==> src/sv/utf8_transliterating_slug_filter_unit_assert.svh <==
// Assertion macros shared by the slug filter RTL.
`ifndef UTF8_TRANSLITERATING_SLUG_FILTER_UNIT_ASSERT_SVH
`define UTF8_TRANSLITERATING_SLUG_FILTER_UNIT_ASSERT_SVH
`ifndef SYNTHESIS
// Same-cycle implication checked at every rising clock edge.
`define UTSF_ASSERT_IMPL(label, clk, rst, ante, cons) \
   label: assert property (@(posedge clk) disable iff (rst) (ante) |-> (cons)) \
      else $error("slug filter assertion failed");
// Next-cycle implication checked at every rising clock edge.
`define UTSF_ASSERT_NEXT(label, clk, rst, ante, cons) \
   label: assert property (@(posedge clk) disable iff (rst) (ante) |=> (cons)) \
      else $error("slug filter assertion failed");
`else
`define UTSF_ASSERT_IMPL(label, clk, rst, ante, cons)
`define UTSF_ASSERT_NEXT(label, clk, rst, ante, cons)
`endif
`endif

==> src/sv/utsf_pkg.sv <==
// Types, character codes and the transliteration function of the slug filter.
package utsf_pkg;

   localparam int unsigned CP_W      = 21;
   localparam int unsigned CHAR_W    = 7;
   localparam int unsigned GROUP_MAX = 4;
   localparam int unsigned USER_END  = 0;
   localparam int unsigned USER_EMPTY = 1;

   localparam logic [7:0] CAP_RESET = 8'd32;

   localparam logic [CHAR_W-1:0] CH_DASH  = 7'h2D;
   localparam logic [CHAR_W-1:0] CH_SPACE = 7'h20;
   localparam logic [CHAR_W-1:0] CH_UNDER = 7'h5F;
   localparam logic [CHAR_W-1:0] CH_0     = 7'h30;
   localparam logic [CHAR_W-1:0] CH_9     = 7'h39;
   localparam logic [CHAR_W-1:0] CH_UA    = 7'h41;
   localparam logic [CHAR_W-1:0] CH_UZ    = 7'h5A;
   localparam logic [CHAR_W-1:0] CH_LA    = 7'h61;
   localparam logic [CHAR_W-1:0] CH_LZ    = 7'h7A;
   localparam logic [CHAR_W-1:0] CASE_OFS = 7'd32;

   // One transliterated piece: zero to three characters.
   typedef struct packed {
      logic [1:0]        len;
      logic [CHAR_W-1:0] c0;
      logic [CHAR_W-1:0] c1;
      logic [CHAR_W-1:0] c2;
   } piece_type;

   function automatic piece_type mk(logic [1:0] len, logic [7:0] a, logic [7:0] b,
                                    logic [7:0] c);
      piece_type p;
      p.len = len;
      p.c0  = a[CHAR_W-1:0];
      p.c1  = b[CHAR_W-1:0];
      p.c2  = c[CHAR_W-1:0];
      return p;
   endfunction

   // Cyrillic letter table, indexed by offset from the first letter.
   function automatic piece_type cyr_piece(logic [4:0] idx);
      piece_type p;
      unique case (idx)
         5'd0:  p = mk(2'd1, "a", 8'h0, 8'h0);
         5'd1:  p = mk(2'd1, "b", 8'h0, 8'h0);
         5'd2:  p = mk(2'd1, "v", 8'h0, 8'h0);
         5'd3:  p = mk(2'd1, "g", 8'h0, 8'h0);
         5'd4:  p = mk(2'd1, "d", 8'h0, 8'h0);
         5'd5:  p = mk(2'd1, "e", 8'h0, 8'h0);
         5'd6:  p = mk(2'd2, "z", "h", 8'h0);
         5'd7:  p = mk(2'd1, "z", 8'h0, 8'h0);
         5'd8:  p = mk(2'd1, "i", 8'h0, 8'h0);
         5'd9:  p = mk(2'd1, "j", 8'h0, 8'h0);
         5'd10: p = mk(2'd1, "k", 8'h0, 8'h0);
         5'd11: p = mk(2'd1, "l", 8'h0, 8'h0);
         5'd12: p = mk(2'd1, "m", 8'h0, 8'h0);
         5'd13: p = mk(2'd1, "n", 8'h0, 8'h0);
         5'd14: p = mk(2'd1, "o", 8'h0, 8'h0);
         5'd15: p = mk(2'd1, "p", 8'h0, 8'h0);
         5'd16: p = mk(2'd1, "r", 8'h0, 8'h0);
         5'd17: p = mk(2'd1, "s", 8'h0, 8'h0);
         5'd18: p = mk(2'd1, "t", 8'h0, 8'h0);
         5'd19: p = mk(2'd1, "u", 8'h0, 8'h0);
         5'd20: p = mk(2'd1, "f", 8'h0, 8'h0);
         5'd21: p = mk(2'd1, "h", 8'h0, 8'h0);
         5'd22: p = mk(2'd1, "c", 8'h0, 8'h0);
         5'd23: p = mk(2'd2, "c", "h", 8'h0);
         5'd24: p = mk(2'd2, "s", "h", 8'h0);
         5'd25: p = mk(2'd3, "s", "c", "h");
         5'd26: p = mk(2'd0, 8'h0, 8'h0, 8'h0);
         5'd27: p = mk(2'd1, "y", 8'h0, 8'h0);
         5'd28: p = mk(2'd0, 8'h0, 8'h0, 8'h0);
         5'd29: p = mk(2'd1, "e", 8'h0, 8'h0);
         5'd30: p = mk(2'd2, "y", "u", 8'h0);
         default: p = mk(2'd2, "y", "a", 8'h0);
      endcase
      return p;
   endfunction

   // Latin letters with diacritics that map to one plain letter.
   function automatic piece_type dia_piece(logic [9:0] code);
      piece_type p;
      unique case (code)
         10'h0E4, 10'h0C4, 10'h0E0, 10'h0E2, 10'h0E3, 10'h105, 10'h0E5, 10'h0E6,
         10'h103: p = mk(2'd1, "a", 8'h0, 8'h0);
         10'h0F6, 10'h0D6, 10'h0F4, 10'h0F5, 10'h0F3, 10'h0F8,
         10'h151: p = mk(2'd1, "o", 8'h0, 8'h0);
         10'h0FC, 10'h0DC, 10'h0F9, 10'h0FB, 10'h16F,
         10'h171: p = mk(2'd1, "u", 8'h0, 8'h0);
         10'h0DF, 10'h15B, 10'h161, 10'h219,
         10'h15F: p = mk(2'd1, "s", 8'h0, 8'h0);
         10'h0E7, 10'h107, 10'h10D: p = mk(2'd1, "c", 8'h0, 8'h0);
         10'h0E8, 10'h0E9, 10'h0EA, 10'h0EB, 10'h119,
         10'h11B: p = mk(2'd1, "e", 8'h0, 8'h0);
         10'h0EE, 10'h0EF, 10'h131: p = mk(2'd1, "i", 8'h0, 8'h0);
         10'h0F1, 10'h144, 10'h148: p = mk(2'd1, "n", 8'h0, 8'h0);
         10'h142: p = mk(2'd1, "l", 8'h0, 8'h0);
         10'h17A, 10'h17C, 10'h17E: p = mk(2'd1, "z", 8'h0, 8'h0);
         10'h10F: p = mk(2'd1, "d", 8'h0, 8'h0);
         10'h159: p = mk(2'd1, "r", 8'h0, 8'h0);
         10'h165, 10'h21B: p = mk(2'd1, "t", 8'h0, 8'h0);
         10'h11F: p = mk(2'd1, "g", 8'h0, 8'h0);
         default: p = mk(2'd0, 8'h0, 8'h0, 8'h0);
      endcase
      return p;
   endfunction

   // Transliterate one code point to a lower-case ASCII piece.
   function automatic piece_type translit(logic [CP_W-1:0] cp);
      piece_type p;
      logic      ascii;
      logic      low11;
      logic [6:0] c;
      ascii = (cp[CP_W-1:7] == '0);
      low11 = (cp[CP_W-1:11] == '0);
      c     = cp[6:0];
      p     = mk(2'd0, 8'h0, 8'h0, 8'h0);
      priority if (ascii && c >= CH_UA && c <= CH_UZ) begin
         p.len = 2'd1;
         p.c0  = c + CASE_OFS;
      end else if (ascii && ((c >= CH_LA && c <= CH_LZ) || (c >= CH_0 && c <= CH_9) ||
                             c == CH_UNDER || c == CH_DASH)) begin
         p.len = 2'd1;
         p.c0  = c;
      end else if (ascii && c == CH_SPACE) begin
         p.len = 2'd1;
         p.c0  = CH_DASH;
      end else if (low11 && cp[10:0] >= 11'h410 && cp[10:0] <= 11'h44F) begin
         p = cyr_piece({~cp[4], cp[3:0]});
      end else if (low11 && (cp[10:0] == 11'h456 || cp[10:0] == 11'h406)) begin
         p = mk(2'd1, "i", 8'h0, 8'h0);
      end else if (low11 && (cp[10:0] == 11'h457 || cp[10:0] == 11'h407)) begin
         p = mk(2'd2, "y", "i", 8'h0);
      end else if (low11 && (cp[10:0] == 11'h454 || cp[10:0] == 11'h404)) begin
         p = mk(2'd2, "y", "e", 8'h0);
      end else if (low11 && (cp[10:0] == 11'h491 || cp[10:0] == 11'h490)) begin
         p = mk(2'd1, "g", 8'h0, 8'h0);
      end else if (low11 && (cp[10:0] == 11'h451 || cp[10:0] == 11'h401)) begin
         p = mk(2'd2, "y", "o", 8'h0);
      end else if (cp[CP_W-1:10] == '0) begin
         p = dia_piece(cp[9:0]);
      end else begin
         p = mk(2'd0, 8'h0, 8'h0, 8'h0);
      end
      return p;
   endfunction

endpackage

==> src/sv/utf8_transliterating_slug_filter_unit.sv <==
// Top level of the UTF-8 to ASCII slug filter.

// The block takes one UTF-8 byte per word and produces the lower-case ASCII
// slug of a zero-terminated name, one character per result word. A byte is
// taken in every cycle while each byte yields at most one character and the
// result side is ready; a byte that yields more (a held dash plus up to three
// letters) fills the output group register, which hands out one word per
// cycle while rsp_tready is high. Bytes that yield nothing still pass at one
// per cycle while a group drains. The zero byte ends the name with a single
// end word whose tuser flags mark the end and whether the name came out empty.
`include "utf8_transliterating_slug_filter_unit_assert.svh"

module utf8_transliterating_slug_filter_unit (
   input  logic       clock,
   input  logic       reset,
   // Configuration: name_capacity.
   input  logic       csr_we,
   input  logic [7:0] csr_wdata,
   // Input words; tdata: in_byte[7:0].
   input  logic       req_tvalid,
   output logic       req_tready,
   input  logic [7:0] req_tdata,
   // Result words; tdata: out_char[6:0], zero[7].
   output logic       rsp_tvalid,
   input  logic       rsp_tready,
   output logic [7:0] rsp_tdata,
   // tuser: end_of_name[0], name_empty[1].
   output logic [1:0] rsp_tuser,
   // tlast: last_of_run.
   output logic       rsp_tlast
);

   localparam int unsigned CW = utsf_pkg::CHAR_W;
   localparam int unsigned GM = utsf_pkg::GROUP_MAX;

   logic [7:0]                 cap_ff;
   logic                       in_valid_ff;
   logic [7:0]                 in_byte_ff;
   logic [utsf_pkg::CP_W-1:0]  part_ff, part_in;
   logic [1:0]                 need_ff, need_in;
   logic [7:0]                 raw_ff, raw_in;
   logic                       any_ff, any_in;
   logic                       dash_ff, dash_in;
   logic [CW-1:0]              grp_char_ff [GM];
   logic [CW-1:0]              grp_char_in [GM];
   logic [2:0]                 grp_left_ff;
   logic                       grp_end_ff, grp_end_in;
   logic                       grp_empty_ff, grp_empty_in;

   logic [utsf_pkg::CP_W-1:0]  cp;
   logic                       cp_ready;
   utsf_pkg::piece_type        piece;
   logic [9:0]                 len_sum;
   logic                       keep;
   logic                       dash_piece;
   logic [2:0]                 n_out;
   logic                       grp_free;
   logic                       advance;
   logic                       rsp_fire;

   // Assemble code points from the registered byte.
   always_comb begin
      part_in  = part_ff;
      need_in  = need_ff;
      cp       = '0;
      cp_ready = 1'b0;
      priority if (in_byte_ff == 8'd0) begin
         // The zero byte drops any unfinished sequence.
         part_in = '0;
         need_in = 2'd0;
      end else if (need_ff != 2'd0) begin
         part_in  = {part_ff[utsf_pkg::CP_W-7:0], in_byte_ff[5:0]};
         need_in  = need_ff - 2'd1;
         cp       = part_in;
         cp_ready = (need_ff == 2'd1);
      end else if (!in_byte_ff[7]) begin
         cp       = {13'd0, in_byte_ff};
         cp_ready = 1'b1;
      end else if (in_byte_ff[7:5] == 3'b110) begin
         part_in = {16'd0, in_byte_ff[4:0]};
         need_in = 2'd1;
      end else if (in_byte_ff[7:4] == 4'b1110) begin
         part_in = {17'd0, in_byte_ff[3:0]};
         need_in = 2'd2;
      end else if (in_byte_ff[7:3] == 5'b11110) begin
         part_in = {18'd0, in_byte_ff[2:0]};
         need_in = 2'd3;
      end else begin
         part_in = part_ff;
      end
   end

   // Transliterate, apply the length limit and build the result group.
   always_comb begin
      piece      = utsf_pkg::translit(cp);
      len_sum    = {2'd0, raw_ff} + {8'd0, piece.len} + 10'd1;
      keep       = cp_ready && (piece.len != 2'd0) && (len_sum < {2'd0, cap_ff});
      dash_piece = (piece.len == 2'd1) && (piece.c0 == utsf_pkg::CH_DASH);
      raw_in     = raw_ff;
      any_in     = any_ff;
      dash_in    = dash_ff;
      n_out      = 3'd0;
      grp_end_in   = 1'b0;
      grp_empty_in = 1'b0;
      for (int i = 0; i < GM; i++) begin
         grp_char_in[i] = '0;
      end
      if (in_byte_ff == 8'd0) begin
         // End of name: one end word, then clear the name state.
         n_out        = 3'd1;
         grp_end_in   = 1'b1;
         grp_empty_in = !any_ff;
         raw_in       = 8'd0;
         any_in       = 1'b0;
         dash_in      = 1'b0;
      end else if (keep) begin
         raw_in = raw_ff + {6'd0, piece.len};
         if (dash_piece) begin
            dash_in = dash_ff | any_ff;
         end else begin
            n_out   = {1'b0, piece.len} + {2'd0, dash_ff};
            any_in  = 1'b1;
            dash_in = 1'b0;
            if (dash_ff) begin
               grp_char_in[0] = utsf_pkg::CH_DASH;
               grp_char_in[1] = piece.c0;
               grp_char_in[2] = piece.c1;
               grp_char_in[3] = piece.c2;
            end else begin
               grp_char_in[0] = piece.c0;
               grp_char_in[1] = piece.c1;
               grp_char_in[2] = piece.c2;
            end
         end
      end
   end

   // Handshake: a byte moves on when it yields nothing or the group frees up.
   assign rsp_fire   = rsp_tvalid && rsp_tready;
   assign grp_free   = (grp_left_ff == 3'd0) || (grp_left_ff == 3'd1 && rsp_tready);
   assign advance    = in_valid_ff && ((n_out == 3'd0) || grp_free);
   assign req_tready = !in_valid_ff || advance;

   // Control state.
   always_ff @(posedge clock) begin
      if (reset) begin
         cap_ff       <= utsf_pkg::CAP_RESET;
         in_valid_ff  <= 1'b0;
         part_ff      <= '0;
         need_ff      <= 2'd0;
         raw_ff       <= 8'd0;
         any_ff       <= 1'b0;
         dash_ff      <= 1'b0;
         grp_left_ff  <= 3'd0;
         grp_end_ff   <= 1'b0;
         grp_empty_ff <= 1'b0;
      end else begin
         if (csr_we) begin
            cap_ff <= csr_wdata;
         end
         if (req_tvalid && req_tready) begin
            in_valid_ff <= 1'b1;
         end else if (advance) begin
            in_valid_ff <= 1'b0;
         end
         if (advance) begin
            part_ff <= part_in;
            need_ff <= need_in;
            raw_ff  <= raw_in;
            any_ff  <= any_in;
            dash_ff <= dash_in;
         end
         if (advance && n_out != 3'd0) begin
            grp_left_ff  <= n_out;
            grp_end_ff   <= grp_end_in;
            grp_empty_ff <= grp_empty_in;
         end else if (rsp_fire) begin
            grp_left_ff <= grp_left_ff - 3'd1;
         end
      end
   end

   // Payload registers: input byte and the group characters.
   always_ff @(posedge clock) begin
      if (req_tvalid && req_tready) begin
         in_byte_ff <= req_tdata;
      end
      if (advance && n_out != 3'd0) begin
         for (int i = 0; i < GM; i++) begin
            grp_char_ff[i] <= grp_char_in[i];
         end
      end else if (rsp_fire) begin
         for (int i = 0; i < GM - 1; i++) begin
            grp_char_ff[i] <= grp_char_ff[i+1];
         end
      end
   end

   // Result word from the head of the group.
   assign rsp_tvalid = (grp_left_ff != 3'd0);
   assign rsp_tdata  = {1'b0, grp_char_ff[0]};
   assign rsp_tuser  = {grp_empty_ff, grp_end_ff};
   assign rsp_tlast  = (grp_left_ff == 3'd1);

   // An end word is always the last word of its byte.
   `UTSF_ASSERT_IMPL(a_end_is_last, clock, reset,
                     rsp_tvalid && rsp_tuser[utsf_pkg::USER_END], rsp_tlast)
   // A dash is only ever sent in front of another character.
   `UTSF_ASSERT_IMPL(a_dash_not_last, clock, reset,
                     rsp_tvalid && !rsp_tuser[utsf_pkg::USER_END] &&
                     rsp_tdata[CW-1:0] == utsf_pkg::CH_DASH, !rsp_tlast)
   // A held byte stays put until it advances.
   `UTSF_ASSERT_NEXT(a_hold_byte, clock, reset,
                     in_valid_ff && !advance, in_valid_ff && $stable(in_byte_ff))

endmodule

==> config.mk <==
export PLATFORM = sky130hd
export DESIGN_NAME = utf8_transliterating_slug_filter_unit
export DESIGN_NICKNAME = d
export VERILOG_FILES = /design/src/sv/utsf_pkg.sv /design/src/sv/utf8_transliterating_slug_filter_unit.sv
export VERILOG_INCLUDE_DIRS = /design/src /design/src/sv
export SDC_FILE = /design/constraint.sdc
export NUM_CORES = 1
export LEC_CHECK = 0
export BUFFER_PORTS_ARGS = -buffer_cell sky130_fd_sc_hd__buf_2
export CORE_ASPECT_RATIO = 1.75
export CORE_MARGIN = 3
export CORE_UTILIZATION = 48
export DETAILED_ROUTE_END_ITERATION = 16
export GPL_ROUTABILITY_DRIVEN = 0
export MAX_ROUTING_LAYER = met4
export PLACE_DENSITY = 0.65
export SYNTH_ARGS = -nofsm -noshare
export SYNTH_HDL_FRONTEND = slang
export SYNTH_SLANG_ARGS = --single-unit
==> constraint.sdc <==
create_clock -name clock -period 13.4 [get_ports clock]
set_clock_uncertainty 0.2 [all_clocks]
set_input_delay 1.34 -clock clock [delete_from_list [all_inputs] [get_ports clock]]
set_output_delay 1.34 -clock clock [all_outputs]
set_load 0.005 [all_outputs]
Word level (Yosys, flattened, before mapping)

Memory sizes are Yosys's and may differ from the RTL's.
Cells that the tools add are included.

Order comparisons: 9
Reductions and logical operators: 62
Mux-type cells: 62
Add/subtract/negate cells: 7
Bitwise logic cells: 5
Equal/unequal tests: 72

Operator list:

| operator                                              | number |
|---|---|
| case mux 22 bit (14 select lines)                     | 1 |
| equality test 10 x 8 -> 1 bit (second input constant) | 26 |
| equality test 10 x 9 -> 1 bit (second input constant) | 23 |
| two-way mux 23 bit                                    | 6 |
| equality test 11 bit (second input constant)          | 10 |
| two-way mux 15 bit                                    | 6 |
| two-way mux 28 bit                                    | 3 |
| two-way mux 21 bit                                    | 3 |
| two-way mux 14 bit                                    | 3 |
| two-way mux 7 bit                                     | 5 |
| two-way mux 9 bit                                     | 3 |
| two-way mux 22 bit                                    | 1 |
| equality test 7 x 6 -> 1 bit (second input constant)  | 3 |
| logical AND 1 bit                                     | 21 |
| equality test 10 bit (second input constant)          | 2 |
| two-way mux 1 bit                                     | 18 |
| two-way mux 8 bit                                     | 2 |
| two-way mux 3 bit                                     | 5 |
| >= comparator 7 bit (second input constant)           | 2 |
| <= comparator 7 bit (second input constant)           | 2 |
| zero test 14 bit                                      | 1 |
| two-way mux 2 bit                                     | 6 |
| OR reduction 3 bit                                    | 4 |
| OR reduction 6 bit                                    | 2 |
| other kinds (36)                                      | 59 |

RAM bits: 28
ROM bits: 608
Memories: 2
Register bits after elaboration: 49
Output and inout port bits: 13
Input bits: 21

Memory list:

| name            | words | bits a word | rd ports | clocked after memory_dff | wr ports | line                                        | RTL |
|---|---|---|---|---|---|---|---|
| (no name shown) | 32    | 19          | 1        | 0                        | 0        | utsf_pkg.sv:44                              | `unique case (idx)` |
| grp_char_ff     | 4     | 7           | 4        | 0                        | 4        | utf8_transliterating_slug_filter_unit.sv:44 | `logic [CW-1:0] grp_char_ff [GM];` |

Depth between registers and ports, before layout

Depth after elaboration: 29
Depth in mapped cells: 34
Depth with buffers taken out: 28

Worst setup path after synthesis

Ideal clock, no wire load.

Path kind: reg-to-output
Start point: register need_ff[0]
End point: output req_tready
Path buffers: 6
Arrival time: 6.029 ns
Cell stages (with the launch flop): 33
Slack: 5.831 ns
Cells stage by stage: dfxtp_1 > buf_2 > or3b_4 > buf_6 > clkbuf_1 > clkbuf_1 > nand2_1 > inv_1 > ha_1 > and3_1 > a32oi_2 > and4b_1 > buf_4 > a311o_1 > a21oi_1 > nand2_1 > inv_1 > ha_1 > inv_1 > fa_1 > nand2_1 > nor2_1 > xor2_1 > ha_1 > a21o_1 > a211oi_1 > o311a_1 > o311ai_0 > a31oi_1 > o21bai_1 > o21ba_2 > buf_2 > nand2_1

Longest elaborated chain between the ends: 26
Elaborated cells on any way between the ends: 143
Classes of those cells: add/sub (4); order compare (9); eq/ne (67); mux (18); bitwise (1); reduce/logical (43); memory (1)

RTL lines:

| element                                               | line                                         | RTL |
|---|---|---|
| from (decl)                                           | utf8_transliterating_slug_filter_unit.sv:40  | `logic [1:0] need_ff, need_in;` |
| from (signal assigned)                                | utf8_transliterating_slug_filter_unit.sv:168 | `need_ff <= need_in;` |
| nonzero test 2 bit                                    | utf8_transliterating_slug_filter_unit.sv:71  | `end else if (need_ff != 2'd0) begin` |
| two-way mux 21 bit                                    | utf8_transliterating_slug_filter_unit.sv:71  |  |
| two-way mux 21 bit                                    | utf8_transliterating_slug_filter_unit.sv:67  | `priority if (in_byte_ff == 8'd0) begin` |
| equality test 10 x 8 -> 1 bit (tied with other cells) | utsf_pkg.sv:84                               | `unique case (code)` |
| OR reduction 9 bit (tied with other cells)            | utsf_pkg.sv:84                               |  |
| case mux 22 bit (14 select lines)                     | utsf_pkg.sv:84                               |  |
| two-way mux 22 bit                                    | utsf_pkg.sv:141                              | `end else if (cp[CP_W-1:10] == '0) begin` |
| two-way mux 23 bit                                    | utsf_pkg.sv:139                              | `end else if (low11 && (cp[10:0] == 11'h451 \|\| cp[10:0] == 11'h401)) begin` |
| [... 10 more ...]                                     | --                                           |  |
| < comparator 10 x 8 -> 1 bit                          | utf8_transliterating_slug_filter_unit.sv:97  | `keep = cp_ready && (piece.len != 2'd0) && (len_sum < {2'd0, cap_ff});` |
| logical AND 1 bit                                     | utf8_transliterating_slug_filter_unit.sv:97  |  |
| two-way mux 3 bit (*)                                 | utf8_transliterating_slug_filter_unit.sv:116 | `end else if (keep) begin` |
| two-way mux 3 bit (*)                                 | utf8_transliterating_slug_filter_unit.sv:108 | `if (in_byte_ff == 8'd0) begin` |
| zero test 3 bit (*)                                   | utf8_transliterating_slug_filter_unit.sv:141 | `assign advance = in_valid_ff && ((n_out == 3'd0) \|\| grp_free);` |
| logical OR 1 bit (*)                                  | utf8_transliterating_slug_filter_unit.sv:141 |  |
| logical AND 1 bit (*)                                 | utf8_transliterating_slug_filter_unit.sv:141 |  |
| logical OR 1 bit (*)                                  | utf8_transliterating_slug_filter_unit.sv:142 | `assign req_tready = !in_valid_ff \|\| advance;` |
| to (decl)                                             | utf8_transliterating_slug_filter_unit.sv:21  | `output logic req_tready,` |

Every way passes the cells marked *; elsewhere a longest branch is shown, timed or not.

Worst setup path in the final report

Start point: register in_byte_ff[7]
End point: output req_tready

Longest elaborated chain between the ends: 26
Elaborated cells on any way between the ends: 144
Classes of those cells: add/sub (4); order compare (9); eq/ne (66); mux (20); bitwise (1); reduce/logical (43); memory (1)

RTL lines:

| element                                               | line                                         | RTL |
|---|---|---|
| from (decl)                                           | utf8_transliterating_slug_filter_unit.sv:38  | `logic [7:0] in_byte_ff;` |
| from (signal assigned)                                | utf8_transliterating_slug_filter_unit.sv:186 | `in_byte_ff <= req_tdata;` |
| two-way mux 7 bit                                     | utf8_transliterating_slug_filter_unit.sv:76  | `end else if (!in_byte_ff[7]) begin` |
| two-way mux 21 bit                                    | utf8_transliterating_slug_filter_unit.sv:71  |  |
| two-way mux 21 bit                                    | utf8_transliterating_slug_filter_unit.sv:67  |  |
| equality test 10 x 8 -> 1 bit (tied with other cells) | utsf_pkg.sv:84                               |  |
| OR reduction 9 bit (tied with other cells)            | utsf_pkg.sv:84                               |  |
| case mux 22 bit (14 select lines)                     | utsf_pkg.sv:84                               |  |
| two-way mux 22 bit                                    | utsf_pkg.sv:141                              |  |
| two-way mux 23 bit                                    | utsf_pkg.sv:139                              |  |
| [... 10 more ...]                                     | --                                           |  |
| < comparator 10 x 8 -> 1 bit                          | utf8_transliterating_slug_filter_unit.sv:97  |  |
| logical AND 1 bit                                     | utf8_transliterating_slug_filter_unit.sv:97  |  |
| two-way mux 3 bit                                     | utf8_transliterating_slug_filter_unit.sv:116 |  |
| two-way mux 3 bit (*)                                 | utf8_transliterating_slug_filter_unit.sv:108 |  |
| zero test 3 bit (*)                                   | utf8_transliterating_slug_filter_unit.sv:141 |  |
| logical OR 1 bit (*)                                  | utf8_transliterating_slug_filter_unit.sv:141 |  |
| logical AND 1 bit (*)                                 | utf8_transliterating_slug_filter_unit.sv:141 |  |
| logical OR 1 bit (*)                                  | utf8_transliterating_slug_filter_unit.sv:142 |  |

Marked as above.

==> results.yml <==
status:
  outcome: "finished clean"
sta:
  maxSlewHeadroom: 0.3073
  max_clock_freq_mhz: 109.6
  tns_ns: 0
  finalWorstPathRequiredPeriod_ns: 9.122
  timing.final.hold_violations: 0
  postLayoutSetupSlackWorst_ns: 4.278
  layout_worst_path_cycle_share: 0.6807
  report.final.slew_viol_count: 0
  grt_setup_unrepaired: "false"
  setup_violations: 0
  hold_slack_ns: 0.2652
  worst_slew_pin_slew_ns: 1.038
cts:
  max-clock-path-buffers: 2
  cts_resized: 0
  h-tree-depth: 3
  cts_made_buffers: 9
  number_of_sinks_on_the_clock_net: 70
  cts_setup_buffers: 0
  clock-root-buffer: "sky130_fd_sc_hd__clkbuf_16"
  cts_hold_buf: 0
  cts.reportedPaths.clkPinSlew_ns: 0.05
  worstSkewPairLatency_ns: 0.33
  clock_tree_from_tritoncts: "yes"
synth:
  synth_xor_xnor_area_share: 0.01266
  synth_sequential_area_ratio: 0.2718
  count_of_flip_flops_with_a_built_in_enable_after_synthesis: 29
  post_synth_adder_cell_area: 0.06874
  synth.area.mux_share: 0.05206
  synth_warnings: 0
  synth_top_family_by_area: "compound AO/OA/AOI/OAI gates"
  synth_simple_gate_area_frac: 0.2488
  ys_ff_latch: 70
  synth_top_flop_cell: "sky130_fd_sc_hd__dfxtp_1"
  synth_cell_types: 93
  syn_avg_cell_area_um2: 8.105
  synth.cell_area_mm2: 0.006225
  asyncSetResetFlopFracSynth: 0
  synth_nets: 822
  synth_compound_gate_area_share: 0.2669
  syn_inst: 768
drt:
  ant_nets: 0
  drt_pre_antenna_iters: 5
  drt-vias-per-instance: 6.670
  route.detailed.wl_per_inst_um: 20.74
  postRouteWirelength_um: 19120
  route.vias.total: 6150
  dr.first_iter.drc_count: 654
  drc_errors: 0
worst_setup_path:
  critical_path.max_fanout: 39
  slowest_stage: "sky130_fd_sc_hd__or3b_4"
  crit_cells: 28
  path_delay_family: "compound AO/OA/AOI/OAI gates"
  worst_path_most_repeated_cell: "sky130_fd_sc_hd__nand2_1"
  worst_path_largest_cell_delay_ns: 0.63
  criticalPathCategory: "flip-flop to output port"
  required_ns: 11.86
  regToRegSetupSlack_ns: 5.42
  reg2reg_from: "in_byte_ff[7]"
  reg2regPathDepth: 27
  arrival_ns: 7.58
  setup.worst_path.end: "req_tready"
  timing.critical_path.from_type: "flip-flop"
  crit_path_launch: "in_byte_ff[7]"
  setup.worst_path.end_class: "output port"
  rr_endpoint: "grp_char_ff[0][9]"
  worstPathBufferInverterCount: 4
layout:
  fin_area_mm2: 0.006571
  finish.utilization: 0.5229
  mostFrequentLayoutCell: "sky130_fd_sc_hd__nand2_1"
  final_layout_size_suffix_gt1_frac: 0.1180
  layout.filler_cells: 1241
  fin_nets: 803
  layout.cells.most_common_list: "sky130_fd_sc_hd__nand2_1 (68), sky130_fd_sc_hd__nor2_1 (61), sky130_fd_sc_hd__a21oi_1 (47)"
  area.growth.synth_to_final_pct: 5.568
  antenna_cells: 0
  finish.cell_count_without_fillers: 922
hold_path:
  critical_hold_path_startpoint: "part_ff[14]"
  min_path_type: "flip-flop to flip-flop"
pwr:
  power.total_mw: 0.7023
  power.static_leakage_nw: 2.599
  power_per_cell_area_mw_per_mm2: 106.9
  vdd_ir_drop_max_mv: 0.07948
placement:
  placed_cells: 906
  placement.setup.worst_slack_ns: 4.867
  port_buffer_count: 32
  placedInstanceArea_mm2: 0.006282
  dpl.hpwl_um: 13850
floorplan:
  design.die.area_mm2: 0.01442
  initial_core_util: 0.4953
  floorplan.io_pins: 34
  die-height_um: 156.6
  die-width_um: 92.09
  coreArea_mm2: 0.01257
  placement_rows: 54
global_routing:
  groute.usage.overall: 0.2678
  grt_first_pass_wirelength_um: 29890
  grt_start_max_net_pins: 40
  grt_antenna_before_repair: 0
  overflow: 0
  first_global_vias: 5764
run:
  drv_cap: 0
per-layer routing:
layer,vias up,track usage,wire length (um)
li1,2815,-,-
met1,2890,0.2913,6962
met2,326,0.4487,9663
met3,119,0.03127,1090
met4,0,0.1928,1406
met5,-,-,0
final cells by class:
class / instances / area, um^2 / area share
inverters: 37 / 138.9 / 0.02113
multi-input cells: 595 / 4051 / 0.6165
clock inverters: 7 / 63.81 / 0.009711
repair buffers: 36 / 190.2 / 0.02894
clock buffers: 9 / 225.2 / 0.03427
well taps: 168 / 210.2 / 0.03199
flip-flops and latches: 70 / 1692 / 0.2574
synth_stat cells (12+ instances only):
master	n	share of area
sky130_fd_sc_hd__edfxtp_1	29	0.14
sky130_fd_sc_hd__mux2_1	13	0.024
sky130_fd_sc_hd__buf_2	18	0.014
sky130_fd_sc_hd__ha_1	31	0.062
sky130_fd_sc_hd__buf_4	13	0.016
sky130_fd_sc_hd__dfxtp_1	41	0.13
sky130_fd_sc_hd__inv_1	36	0.022
sky130_fd_sc_hd__mux2i_1	14	0.023
sky130_fd_sc_hd__nand2_1	68	0.041
sky130_fd_sc_hd__nor3_1	29	0.023
sky130_fd_sc_hd__a21oi_1	47	0.038
sky130_fd_sc_hd__clkbuf_1	24	0.014
sky130_fd_sc_hd__nor2_1	61	0.037
sky130_fd_sc_hd__o21a_1	12	0.014
sky130_fd_sc_hd__o21ai_0	40	0.032
sky130_fd_sc_hd__nor4_1	12	0.012
sky130_fd_sc_hd__nand3_1	34	0.027
state kept, by name, summed over array words and instances, names as in the netlist:
name	flops
grp_char_ff	21
dash_ff	1
in_byte_ff	8
need_ff	2
part_ff	15
grp_left_ff	3
cap_ff	8
raw_ff	8
in_valid_ff	1
grp_empty_ff	1
any_ff	1
grp_end_ff	1
worst min path at each step:
| stage | to | slack (ns) | cells after the start |
|---|---|---|---|
| 6_report | part_ff[14] | 0.27 | 2 |
| 3_3_place_gp | part_ff[13] | 0.24 | 2 |
| 5_1_grt | part_ff[14] | 0.28 | 2 |
| 2_1_floorplan | part_ff[13] | 0.23 | 2 |
| 3_5_place_dp | part_ff[12] | 0.25 | 2 |
| 4_1_cts | part_ff[12] | 0.26 | 2 |
cell families (layout without fill, tap and decap cells):
family                   Yosys count  in the layout
flip-flops                        70             70
AO/OA/AOI/OAI                    229            229
adder cells (fa/ha/maj)           33             33
multiplexers                      30             30
other                              1              1
AND/OR/NAND/NOR                  293            293
buffers and inverters            103             89
XOR/XNOR                           9              9
worst register-to-register path: cells and delay by family, from the launching register on:
kind / cells / cell delay [ns]
AND/OR/NAND/NOR: 9 / 2.82
AO/OA/AOI/OAI: 10 / 2.25
adder cells (fa/ha/maj): 4 / 1.26
flip-flops: 1 / 0.60
buffers and inverters: 3 / 0.34
XOR/XNOR: 1 / 0.14
power by group:
part           leakage, nW  switching [mW]  total, mW  internal (mW)
combinational         1.85           0.130      0.200         0.0695
sequential           0.611          0.0130      0.265          0.252
clock                0.141          0.0945      0.237          0.143
(Power assumes the default switching activity.)
